==> config.mk <==
export PLATFORM = sky130hd
export DESIGN_NAME = text_encoding_sniffer_unit
export DESIGN_NICKNAME = d
export VERILOG_FILES = /design/src/sv/tes_pkg.sv /design/src/sv/tes_scan.sv /design/src/sv/tes_decide.sv /design/src/sv/text_encoding_sniffer_unit.sv
export SDC_FILE = /design/constraint.sdc
export NUM_CORES = 1
export LEC_CHECK = 0
export BUFFER_PORTS_ARGS = -buffer_cell sky130_fd_sc_hd__buf_2
export CAP_MARGIN = 25
export CORE_UTILIZATION = 35
export DETAILED_ROUTE_END_ITERATION = 12
export SLEW_MARGIN = 20
export SYNTH_ARGS = -nofsm -noshare
export SYNTH_HDL_FRONTEND = slang
export SYNTH_HIERARCHICAL = 1
export SYNTH_SLANG_ARGS = --single-unit
==> constraint.sdc <==
create_clock -name clk -period 10.88 [get_ports clk]
set_input_delay 2.176 -clock clk [delete_from_list [all_inputs] [get_ports clk]]
set_output_delay 2.176 -clock clk [all_outputs]
set_load 0.01 [all_outputs]
==> src/sv/tes_pkg.sv <==
// ----------------------------------------------------------------------------
// tes_pkg: shared types and constants for the text encoding sniffer
// Encoding codes, byte-order-mark bytes and the per-buffer control state.
// ----------------------------------------------------------------------------
package tes_pkg;

  typedef enum logic [2:0] {
    ENC_ASCII   = 3'd0,
    ENC_BINARY  = 3'd1,
    ENC_UTF8    = 3'd2,
    ENC_UCS2_LE = 3'd3,
    ENC_UCS2_BE = 3'd4,
    ENC_UCS4_LE = 3'd5,
    ENC_UCS4_BE = 3'd6
  } tes_enc_t;

  localparam logic [7:0] BYTE_FE  = 8'hFE;
  localparam logic [7:0] BYTE_FF  = 8'hFF;
  localparam logic [7:0] BYTE_EF  = 8'hEF;
  localparam logic [7:0] BYTE_BB  = 8'hBB;
  localparam logic [7:0] BYTE_BF  = 8'hBF;
  localparam logic [7:0] BYTE_00  = 8'h00;
  localparam logic [7:0] BYTE_DEL = 8'h7F;
  localparam logic [7:0] BYTE_SP  = 8'h20;
  localparam logic [7:0] BYTE_CR  = 8'h0D;
  localparam logic [7:0] BYTE_LF  = 8'h0A;
  localparam logic [7:0] BYTE_TAB = 8'h09;

  // Byte position saturates here: four means four or more bytes seen.
  localparam logic [2:0] POS_FULL = 3'd4;

  // Per-buffer control state, excluding the counters.
  typedef struct packed {
    logic [2:0]      byte_position;
    logic [2:0][7:0] prefix_bytes;
    logic            tail_zero;
    logic            tail_feff;
    logic [1:0]      cont_needed;
    logic [1:0]      cont_seen;
  } tes_ctl_t;

endpackage

==> src/sv/tes_scan.sv <==
// ----------------------------------------------------------------------------
// tes_scan: next-state logic for one byte
// Tracks UTF-8 sequences, the buffer prefix and the three saturating counters.
// ----------------------------------------------------------------------------
module tes_scan import tes_pkg::*; #(
  parameter int COUNT_WIDTH = 32
) (
  input  logic [7:0]             data_byte,
  input  logic                   last_byte,
  input  tes_ctl_t               ctl,
  input  logic [COUNT_WIDTH-1:0] seq_cnt,
  input  logic [COUNT_WIDTH-1:0] high_cnt,
  input  logic [COUNT_WIDTH-1:0] ctrl_cnt,
  output tes_ctl_t               ctl_upd,
  output logic [COUNT_WIDTH-1:0] seq_upd,
  output logic [COUNT_WIDTH-1:0] high_upd,
  output logic [COUNT_WIDTH-1:0] ctrl_upd
);

  function automatic logic [COUNT_WIDTH-1:0] sat_add(input logic [COUNT_WIDTH-1:0] a,
                                                     input logic [1:0] inc);
    logic [COUNT_WIDTH:0] s;
    s = {1'b0, a} + {{(COUNT_WIDTH-1){1'b0}}, inc};
    return s[COUNT_WIDTH] ? {COUNT_WIDTH{1'b1}} : s[COUNT_WIDTH-1:0];
  endfunction

  logic       open_seq, taken, complete, brk, is_ctrl, high_scan;
  logic [1:0] seen_inc, lead_need, needed_n, seen_n, high_inc;

  always_comb begin
    open_seq  = (ctl.cont_needed != 2'd0);
    taken     = open_seq && (data_byte[7:6] == 2'b10);
    brk       = open_seq && !taken;
    seen_inc  = ctl.cont_seen + 2'd1;
    complete  = taken && (seen_inc == ctl.cont_needed);
    high_scan = !taken && data_byte[7];

    unique if (data_byte[7:5] == 3'b110)  lead_need = 2'd1;
    else if (data_byte[7:4] == 4'b1110)   lead_need = 2'd2;
    else if (data_byte[7:3] == 5'b11110)  lead_need = 2'd3;
    else                                  lead_need = 2'd0;

    if (taken) begin
      needed_n = complete ? 2'd0 : ctl.cont_needed;
      seen_n   = complete ? 2'd0 : seen_inc;
    end else begin
      needed_n = data_byte[7] ? lead_need : 2'd0;
      seen_n   = 2'd0;
    end

    is_ctrl = !data_byte[7] && (data_byte < BYTE_SP || data_byte == BYTE_DEL) &&
              data_byte != BYTE_CR && data_byte != BYTE_LF && data_byte != BYTE_TAB;

    // A broken sequence returns its accepted continuations to the high-bit
    // count; an unfinished one does the same at the end of the buffer.
    high_inc = (brk ? ctl.cont_seen : 2'd0) + {1'b0, high_scan} +
               ((last_byte && needed_n != 2'd0) ? seen_n : 2'd0);

    seq_upd  = sat_add(seq_cnt, {1'b0, complete});
    high_upd = sat_add(high_cnt, high_inc);
    ctrl_upd = sat_add(ctrl_cnt, {1'b0, !taken && is_ctrl});

    ctl_upd             = ctl;
    ctl_upd.cont_needed = needed_n;
    ctl_upd.cont_seen   = seen_n;
    if (ctl.byte_position < 3'd3) begin
      ctl_upd.prefix_bytes[ctl.byte_position[1:0]] = data_byte;
    end else if (ctl.byte_position == 3'd3) begin
      ctl_upd.tail_zero = (ctl.prefix_bytes[2] == BYTE_00) && (data_byte == BYTE_00);
      ctl_upd.tail_feff = (ctl.prefix_bytes[2] == BYTE_FE) && (data_byte == BYTE_FF);
    end
    if (ctl.byte_position < POS_FULL) begin
      ctl_upd.byte_position = ctl.byte_position + 3'd1;
    end
  end

endmodule

==> src/sv/tes_decide.sv <==
// ----------------------------------------------------------------------------
// tes_decide: final encoding decision
// Byte-order marks first, then the UTF-8 / binary / ASCII heuristic.
// ----------------------------------------------------------------------------
module tes_decide import tes_pkg::*; #(
  parameter int COUNT_WIDTH = 32
) (
  input  tes_ctl_t               ctl,
  input  logic [COUNT_WIDTH-1:0] seq_cnt,
  input  logic [COUNT_WIDTH-1:0] high_cnt,
  input  logic [COUNT_WIDTH-1:0] ctrl_cnt,
  output tes_enc_t               encoding
);

  logic [7:0] d0, d1, d2;
  logic       has4, has3;

  always_comb begin
    d0   = ctl.prefix_bytes[0];
    d1   = ctl.prefix_bytes[1];
    d2   = ctl.prefix_bytes[2];
    has4 = (ctl.byte_position >= POS_FULL);
    has3 = (ctl.byte_position >= 3'd3);

    priority if (ctl.byte_position < 3'd2) begin
      encoding = ENC_ASCII;
    end else if (d0 == BYTE_FE && d1 == BYTE_FF) begin
      encoding = (has4 && ctl.tail_zero) ? ENC_UCS4_BE : ENC_UCS2_BE;
    end else if (d0 == BYTE_FF && d1 == BYTE_FE) begin
      encoding = (has4 && ctl.tail_zero) ? ENC_UCS4_LE : ENC_UCS2_LE;
    end else if (d0 == BYTE_00 && d1 == BYTE_00) begin
      encoding = (has4 && ctl.tail_feff) ? ENC_UCS4_BE : ENC_BINARY;
    end else if (d0 == BYTE_EF) begin
      encoding = (has3 && d1 == BYTE_BB && d2 == BYTE_BF) ? ENC_UTF8 : ENC_BINARY;
    end else if (seq_cnt != '0 && seq_cnt >= high_cnt && ctrl_cnt == '0) begin
      encoding = ENC_UTF8;
    end else if (ctrl_cnt != '0 || high_cnt != '0) begin
      encoding = ENC_BINARY;
    end else begin
      encoding = ENC_ASCII;
    end
  end

endmodule

==> src/sv/text_encoding_sniffer_unit.sv <==
// ----------------------------------------------------------------------------
// text_encoding_sniffer_unit: byte-stream text encoding classifier
// Detects byte-order marks and scores UTF-8 structure over a whole buffer.
// ----------------------------------------------------------------------------
// Usage: send a buffer one byte per transaction on the in_ channel, with
// in_tlast high on its final byte. Only that final byte produces a
// transaction on the out_ channel, carrying the encoding code and the three
// scan counters; the other bytes produce nothing and only update state.
// Path: a byte is held in an input register, and the result of a last byte is
// captured in the output register as that byte leaves the input register,
// which raises out_tvalid.
// Throughput: one byte per cycle when not stalled. The per-byte update is a
// set of small compares and one saturating increment per counter, so the input
// register advances every cycle while the output register is free.
// Stalls: a finished result waits in the output register while further bytes
// of the next buffer keep flowing; only a second last byte that meets a full,
// stalled output register holds the input register and drops in_tready.
// Reset: rst_n (synchronous, active low) empties both registers and returns
// the scan state to its initial values. After each last byte the scan state
// also returns to those values, ready for the next buffer.
// ----------------------------------------------------------------------------
module text_encoding_sniffer_unit import tes_pkg::*; #(
  parameter int COUNT_WIDTH = 32
) (
  input  logic         clk,
  input  logic         rst_n,
  input  logic         in_tvalid,
  output logic         in_tready,
  input  logic [7:0]   in_tdata,   // [7:0] data_byte
  input  logic         in_tlast,   // last_byte
  output logic         out_tvalid,
  input  logic         out_tready,
  // [2:0] encoding, [34:3] utf8_sequences, [66:35] high_bit_bytes,
  // [98:67] control_bytes, [103:99] zero
  output logic [103:0] out_tdata
);

  // Input register.
  logic       s0_valid_r, s0_valid_nxt;
  logic [7:0] s0_byte_r;
  logic       s0_last_r;
  logic       s0_fire;

  // Scan state.
  tes_ctl_t               ctl_r, ctl_nxt, ctl_upd;
  logic [COUNT_WIDTH-1:0] seq_cnt_r, seq_cnt_nxt, seq_upd;
  logic [COUNT_WIDTH-1:0] high_cnt_r, high_cnt_nxt, high_upd;
  logic [COUNT_WIDTH-1:0] ctrl_cnt_r, ctrl_cnt_nxt, ctrl_upd;

  // Output register.
  logic        out_valid_r, out_valid_nxt;
  logic [2:0]  enc_r;
  logic [31:0] seq_out_r, high_out_r, ctrl_out_r;

  tes_enc_t    enc_dec;
  logic [31:0] seq_fld, high_fld, ctrl_fld;

  // A non-last byte never needs the output register, so it always moves on.
  assign s0_fire   = s0_valid_r && (!s0_last_r || !out_valid_r || out_tready);
  assign in_tready = !s0_valid_r || s0_fire;

  tes_scan #(.COUNT_WIDTH(COUNT_WIDTH)) u_scan (
    .data_byte (s0_byte_r),
    .last_byte (s0_last_r),
    .ctl       (ctl_r),
    .seq_cnt   (seq_cnt_r),
    .high_cnt  (high_cnt_r),
    .ctrl_cnt  (ctrl_cnt_r),
    .ctl_upd   (ctl_upd),
    .seq_upd   (seq_upd),
    .high_upd  (high_upd),
    .ctrl_upd  (ctrl_upd)
  );

  tes_decide #(.COUNT_WIDTH(COUNT_WIDTH)) u_decide (
    .ctl      (ctl_upd),
    .seq_cnt  (seq_upd),
    .high_cnt (high_upd),
    .ctrl_cnt (ctrl_upd),
    .encoding (enc_dec)
  );

  // Counters narrower than the field are zero-extended; wider ones clip.
  generate
    if (COUNT_WIDTH > 32) begin : g_clip
      assign seq_fld  = (|seq_upd[COUNT_WIDTH-1:32])  ? 32'hFFFF_FFFF : seq_upd[31:0];
      assign high_fld = (|high_upd[COUNT_WIDTH-1:32]) ? 32'hFFFF_FFFF : high_upd[31:0];
      assign ctrl_fld = (|ctrl_upd[COUNT_WIDTH-1:32]) ? 32'hFFFF_FFFF : ctrl_upd[31:0];
    end else if (COUNT_WIDTH == 32) begin : g_same
      assign seq_fld  = seq_upd;
      assign high_fld = high_upd;
      assign ctrl_fld = ctrl_upd;
    end else begin : g_extend
      assign seq_fld  = {{(32-COUNT_WIDTH){1'b0}}, seq_upd};
      assign high_fld = {{(32-COUNT_WIDTH){1'b0}}, high_upd};
      assign ctrl_fld = {{(32-COUNT_WIDTH){1'b0}}, ctrl_upd};
    end
  endgenerate

  always_comb begin
    s0_valid_nxt = in_tready ? in_tvalid : s0_valid_r;

    ctl_nxt      = ctl_r;
    seq_cnt_nxt  = seq_cnt_r;
    high_cnt_nxt = high_cnt_r;
    ctrl_cnt_nxt = ctrl_cnt_r;
    if (s0_fire) begin
      // The last byte closes the buffer and clears the scan state.
      ctl_nxt      = s0_last_r ? '0 : ctl_upd;
      seq_cnt_nxt  = s0_last_r ? '0 : seq_upd;
      high_cnt_nxt = s0_last_r ? '0 : high_upd;
      ctrl_cnt_nxt = s0_last_r ? '0 : ctrl_upd;
    end

    if (s0_fire && s0_last_r) begin
      out_valid_nxt = 1'b1;
    end else if (out_tready) begin
      out_valid_nxt = 1'b0;
    end else begin
      out_valid_nxt = out_valid_r;
    end
  end

  always_ff @(posedge clk) begin
    if (!rst_n) begin
      s0_valid_r  <= 1'b0;
      out_valid_r <= 1'b0;
      ctl_r       <= '0;
      seq_cnt_r   <= '0;
      high_cnt_r  <= '0;
      ctrl_cnt_r  <= '0;
    end else begin
      s0_valid_r  <= s0_valid_nxt;
      out_valid_r <= out_valid_nxt;
      ctl_r       <= ctl_nxt;
      seq_cnt_r   <= seq_cnt_nxt;
      high_cnt_r  <= high_cnt_nxt;
      ctrl_cnt_r  <= ctrl_cnt_nxt;
    end
  end

  always_ff @(posedge clk) begin
    if (in_tready) begin
      s0_byte_r <= in_tdata;
      s0_last_r <= in_tlast;
    end
    if (s0_fire && s0_last_r) begin
      enc_r      <= enc_dec;
      seq_out_r  <= seq_fld;
      high_out_r <= high_fld;
      ctrl_out_r <= ctrl_fld;
    end
  end

  assign out_tvalid = out_valid_r;
  assign out_tdata  = {5'd0, ctrl_out_r, high_out_r, seq_out_r, enc_r};

  // A result only appears after the last byte of a buffer was processed.
  a_result_from_last: assert property (@(posedge clk) disable iff (!rst_n)
    $rose(out_valid_r) |-> $past(s0_fire && s0_last_r))
    else $error("result raised without a processed last byte");

  // Closing a buffer leaves the scan state at its initial values.
  a_clear_after_last: assert property (@(posedge clk) disable iff (!rst_n)
    (s0_fire && s0_last_r) |=> (ctl_r == '0 && seq_cnt_r == '0 &&
                                high_cnt_r == '0 && ctrl_cnt_r == '0))
    else $error("scan state not cleared after last byte");

  // An open sequence has always accepted fewer continuations than it needs.
  a_seq_bounds: assert property (@(posedge clk) disable iff (!rst_n)
    (ctl_r.cont_seen < ctl_r.cont_needed) ||
    (ctl_r.cont_needed == 2'd0 && ctl_r.cont_seen == 2'd0))
    else $error("continuation tracking out of range");

  // The position counter never passes its saturation point.
  a_pos_bound: assert property (@(posedge clk) disable iff (!rst_n)
    ctl_r.byte_position <= POS_FULL)
    else $error("byte position beyond saturation");

endmodule

==> flow_summary.ini, run 1 <==
[status]
run_status = finished clean

[clock_network]
clkTransAtPathRegs_ns = 0.06
h-tree-depth = 1
cts_setup_buffers = 0
cts_sinks = 239
cts_resized = 0
cts_made_buffers = 29
clockBufferDepth = 3
clk_latency_ns = 0.55
cts_tree = built
postCtsHoldBufs = 0
cts_root_buf = clkbuf_16

[global_route]
grt_pass1_vias = 8505
overflow = 0
antenna_found_initial = 1
grt_max_degree = 75
track_usage_pct = 16.71
grt_pass1_wl_um = 45730

[finish]
drive_above_1_share_pct = 17.98
synthToLayoutAreaGrowth_pct = 15.35
final_nets = 1263
mostFrequentLayoutCells = 131 x nand2_1, 131 x dfxtp_1, 129 x a22o_1, 113 x buf_2, 108 x edfxtp_1
nFillCells = 3185
diodes = 0

[floorplanning]
initial_utilization_pct = 35.90
ios = 119
die_x_um = 185.4
core.rowCount = 66
die_area_um2 = 34360
die_h_um = 185.4
core_um2 = 32780

[sta]
timing.fmax_mhz = 155.6
final.setup.tns_ns = 0
finalHoldViolCount = 0
drv_slew = 0
finalClockSkew_ns = 0.01111
slew_headroom_pct = 35.73
rsz0062_at_grt = false
period_minus_slack_ns = 6.428
setup_viol = 0
fin_crit_sh_pct = 59.08
timing.final.ws_setup_ns = 4.452
worst_slew_pin_slew_ns = 0.9641

[setup_path]
worst_ep_required_time_ns = 11.29
timing.rr.start = s0_byte_r[6]$_DFFE_PP_
path_max_fanout = 28
cp-start-kind = flip-flop
critPathArrivalTime_ns = 6.84
cp_top_family = simple AND/OR/NAND/NOR gates
setup.worst_path.class = flip-flop to flip-flop
crit_slowest_cell = or2_1
crit_path_start = s0_byte_r[6]$_DFFE_PP_
crit_path_cell_trace = nand2b_1 > nor3_1 > nand2_1 > fa_1 > xor2_1 > xnor2_1 > fa_1 > and3_1 > and3_1 > nand2_1 > or2_1 > nand3_1 > inv_1 > ha_1 > nand4_1 > nor4_1 > o21ai_0 > a31oi_1 > o211ai_1 > or4b_1 > nand3_1
critPathCaptureType = flip-flop
crit_buf_inv = 1
worst_path_largest_cell_delay_ns = 0.77

[synth]
ys.flop_type = dfxtp_1
synth_area_per_cell_um2 = 10.67
synth_top_area_share_pct = 27.56
async_flop_share_pct = 0
syn-cell-area_um2 = 11770
syn_inst = 1103
yosysWarnings = 6
ys_top_cells_by_area = edfxtp_1 28%, dfxtp_1 22%, a22o_1 9.6%, ha_1 4.5%, nand2_1 4.2%
ys_seq_area_share_pct = 49.84
synth_edf_count = 108
synth_top_cell_by_area = edfxtp_1
yosys.cell_types.count = 66
yosys_register_bits = 239

[worst_hold_path]
min_from = ctl_r[7]$_SDFFE_PN0P_
hold_class = flip-flop to flip-flop

[pwr]
cellLeakagePower_nw = 5.608
power_density_nw_per_um2 = 144.2
ir_drop_mv = 0.1022

[routing]
drt_iter0_drc = 648
ant_nets = 0
vias_per_cell = 5.355
wire_per_inst_um = 17.40
routed_wirelength_um = 29070
drc_errors = 0
via_count = 8948
dr.pass1.iters = 4

[place]
hpwl_um = 19820
place_congestion = 0.8469
io_buffers = 113
place_ws_ns = 4.519

[flow_run]
cap_violations = 0
flip-flops by register name, indices dropped and copies added, names as in the netlist:
signal	flops
s0_byte_r	8
high_cnt_r	32
ctrl_out_r	32
ctl_r	33
s0_last_r	1
out_tvalid	1
s0_valid_r	1
seq_cnt_r	32
ctrl_cnt_r	32
seq_out_r	32
enc_r	3
high_out_r	32
metal layers:
metal	share of wire, %	track usage (%)	vias up
li1	-	-	4348
met1	48	23.06	4329
met2	45	27.01	230
met3	4.7	2.418	41
met4	2.1	4.760	0
met5	0	0	-
final timing paths:
path | to | slack (ns) | cells after the start
worst min register to register | ctl_r[7]$_SDFFE_PN0P_ | 0.47 | 1
worst max-delay path | enc_r[1]$_DFFE_PP_ | 4.45 | 21
worst min-delay path | ctl_r[7]$_SDFFE_PN0P_ | 0.47 | 1
worst max register to register | enc_r[1]$_DFFE_PP_ | 4.45 | 21
through the flow:
step	cells	area (um^2)	power, mW	hold slack (ns)	util (%)
finish	1671	13580	1.957	0.4708	41.41
CTS	1670	13560	1.980	0.4725	41.35
floorplan	1107	11780	1.013	0.4366	-
detailed placement	1616	12610	1.030	0.4537	38.46
global route	1671	13580	2.016	0.4874	41.41
global placement	1616	12610	1.030	0.4502	38.46
cell usage after synthesis (9+ instances only):
library cell,number
buf_2,20
mux2_2,27
o21ai_0,21
a21oi_1,31
edfxtp_1,108
and4_1,9
nand4_1,46
nor4_1,37
xnor2_1,27
ha_1,42
and3_1,19
a22o_1,129
nand2_1,131
nand3_1,42
buf_6,14
clkbuf_1,9
xor2_1,45
dfxtp_1,131
inv_1,44
nor2_1,41
nand2b_1,14
nor3_1,17
buf_4,9
final cells by class:
| class | instances | area, um^2 | area share, % |
|---|---|---|---|
| well taps | 442 | 553.0 | 4.074 |
| flip-flops and latches | 239 | 5866 | 43.21 |
| multi-input cells | 771 | 5411 | 39.86 |
| clock buffers | 32 | 737.0 | 5.429 |
| clock inverters | 22 | 209.0 | 1.539 |
| inverters | 45 | 168.9 | 1.244 |
| repair buffers | 120 | 630.6 | 4.645 |
report_power, final:
part	leakage (nW)	internal (mW)	switching [mW]
Clock	0.445	0.561	0.385
Combinational	2.95	0.0187	0.0419
Sequential	2.21	0.943	0.00747
Total	5.61	1.52	0.434
kinds of logic after synthesis:
logic type                 synth area share (%)
adders and majority gates                 4.805
other                                   0.03186
and+or+nand+nor                           18.67
buffers and inverters                     4.486
DFF                                       49.84
xor gates and xnor gates                  5.358
muxes                                     2.860
AOI/OAI and AO/OA                         13.95
Power figures use the tool's default switching activity.
==> inputs of run 2 (changes only) <==
==> constraint.sdc (replaced) <==
create_clock -name clk -period 6 [get_ports clk]
set_input_delay 1.2 -clock clk [delete_from_list [all_inputs] [get_ports clk]]
set_output_delay 1.2 -clock clk [all_outputs]
set_load 0.01 [all_outputs]
==> run 2 against run 1 <==
  * Critical path depth stayed put
  * Sequential power is 81% higher
  * Register-to-register slack worse by 4.1 ns
  * Worst setup slack worse by 4.1 ns
  * Combinational power is 93% higher
  * Global-route usage is 0.12 points higher
  * Hold slack better by 0.0012 ns
  * Critical endpoint is now enc_r[0]$_DFFE_PP_
  * Non-clock buffer count is 15 higher
  * Final cell count is 0.60% higher
  * Die area stayed put
  * Flip-flop and latch count stayed put
==> flow_summary.ini, run 2 (synthesized netlist as in run 1, its figures left out) <==
[global_route]
grt_pass1_wl_um = 46240
gr-usage-met1_pct = 23.99
antenna_found_initial = 0
track_usage_pct = 16.83
overflow = 0
grt_max_degree = 80
grt.busiest_layer = met2
grt_pass1_vias = 8416
grtUsageMet2_pct = 26.32
grtUsageMet3_pct = 2.595

[worst_hold_path]
min_from = ctl_r[21]$_SDFFE_PN0P_
hold_class = flip-flop to flip-flop
min_to = ctl_r[21]$_SDFFE_PN0P_
whs_path_depth = 1

[routing]
wire_per_inst_um = 17.42
via_count = 9007
vias_per_cell = 5.358
dr.pass1.iters = 5
drt_iter0_drc = 656
routed_wirelength_um = 29280
drc_errors = 0
ant_nets = 0

[clock_network]
cts_root_buf = clkbuf_16
h-tree-depth = 1
cts_resized = 0
cts_made_buffers = 27
clkTransAtPathRegs_ns = 0.06
clockBufferDepth = 3
cts_sinks = 239
cts_setup_buffers = 0
postCtsHoldBufs = 0
cts_tree = built
clk_latency_ns = 0.53

[setup_path]
path_max_fanout = 23
cp-start-kind = flip-flop
setup.worst_path.class = flip-flop to flip-flop
worst_ep_required_time_ns = 6.35
critPathArrivalTime_ns = 5.98
reg2reg_slack_ns = 0.37
reg2reg_to = enc_r[0]$_DFFE_PP_
reg2regPathDepth = 21
critPathCaptureType = flip-flop
timing.rr.start = s0_byte_r[6]$_DFFE_PP_

[pwr]
cellLeakagePower_nw = 5.665
ir_drop_mv = 0.1823
power_density_nw_per_um2 = 250.0
power_mw = 3.407

[finish]
diodes = 0
regMostFlops = ctl_r
drive_above_1_share_pct = 19.05
final_common_cell = nand2_1
final_nets = 1276
largest_reg_flops = 33
final_core_util_pct = 41.57
mostFrequentLayoutCells = 131 x nand2_1, 130 x dfxtp_1, 129 x a22o_1, 113 x buf_2, 108 x edfxtp_1
synthToLayoutAreaGrowth_pct = 15.79

[floorplanning]
ios = 119
initial_utilization_pct = 35.90
die_area_um2 = 34360
die_h_um = 185.4
core.rowCount = 66
die_x_um = 185.4
core_um2 = 32780

[sta]
timing.final.ws_setup_ns = 0.3710
finalClockSkew_ns = 0.01750
final.setup.tns_ns = 0
whs_ns = 0.4720
rsz0062_at_grt = false
timing.fmax_mhz = 177.7
worst_slew_pin_slew_ns = 0.8987
drv_slew = 0
setup_viol = 0
period_minus_slack_ns = 5.629
slew_headroom_pct = 40.09
finalHoldViolCount = 0
fin_crit_sh_pct = 93.82

[place]
io_buffers = 113
place_congestion = 0.8860
hpwl_um = 20330
place_ws_ns = 0.1000

[flow_run]
cap_violations = 0

[status]
run_status = finished clean
-- run 2: cell types whose count changed in the layout (fill, tap and decap cells not counted), moves of 2 or more --
cell,delta
clkinv_1,-3
clkbuf_1,+4
buf_4,+13
clkinvlp_4,-4
inv_6,-2
clkinv_2,+3
clkbuf_16,-2
-- run 2: layout make-up --
cell class	count	area (um^2)
Clock buffer	34	701.9
Tap cell	442	553.0
Multi-Input combinational cell	771	5441
Inverter	45	168.9
Timing Repair Buffer	135	759.5
Sequential cell	239	5867
Clock inverter	15	135.1
Fill cell	3224	19160
-- run 2: critical path, cell delays in order, from the launching register on --
cell and delay, ns:
edfxtp_1 0.40, nand2b_1 0.20, nor3_1 0.26, nand2_1 0.12, fa_1 0.41, xor2_1 0.24
xnor2_2 0.14, fa_1 0.44, and3_1 0.20, and3_1 0.26, nand2_1 0.16, or2_1 0.24
buf_6 0.24, nand2b_1 0.13, ha_1 0.28, nand2b_1 0.16, a2111o_1 0.43, a311oi_1 0.33
a31oi_2 0.21, o21ai_0 0.21, nand3_1 0.10, a311oi_1 0.28
-- run 2: per-stage QoR --
| step | area, um^2 | cells |
|---|---|---|
| 2_1_floorplan | 11780 | 1107 |
| 3_3_place_gp | 12730 | 1631 |
| 3_5_place_dp | 12750 | 1632 |
| 4_1_cts | 13590 | 1681 |
| 5_1_grt | 13630 | 1681 |
| 6_report | 13630 | 1681 |
-- run 2: worst max-delay path by stage --
stage                                       from                       to  slack [ns]  cells after the start
after detailed placement   ctl_r[2]$_SDFFE_PN0P_       enc_r[1]$_DFFE_PP_        0.10                     22
after CTS                  ctl_r[2]$_SDFFE_PN0P_       enc_r[1]$_DFFE_PP_        0.05                     22
after global routing       ctl_r[2]$_SDFFE_PN0P_       enc_r[0]$_DFFE_PP_        0.02                     22
after global placement     ctl_r[2]$_SDFFE_PN0P_       enc_r[1]$_DFFE_PP_        0.23                     22
after floorplan                       out_tready  ctrl_out_r[0]$_DFFE_PP_        0.08                      2
final                     s0_byte_r[6]$_DFFE_PP_       enc_r[0]$_DFFE_PP_        0.37                     21
-- run 2: where the power goes --
part	leakage, nW	switching [mW]	internal [mW]
Sequential	2.21	0.0113	1.71
Clock	0.408	0.655	0.914
Combinational	3.04	0.0795	0.0372
Total	5.67	0.746	2.66
-- run 2: per-layer routing --
metal | wire length (um) | share of wire [%]
met1 | 13940 | 48
met2 | 13180 | 45
met3 | 1592 | 5.4
met4 | 570 | 1.9
met5 | 0 | 0
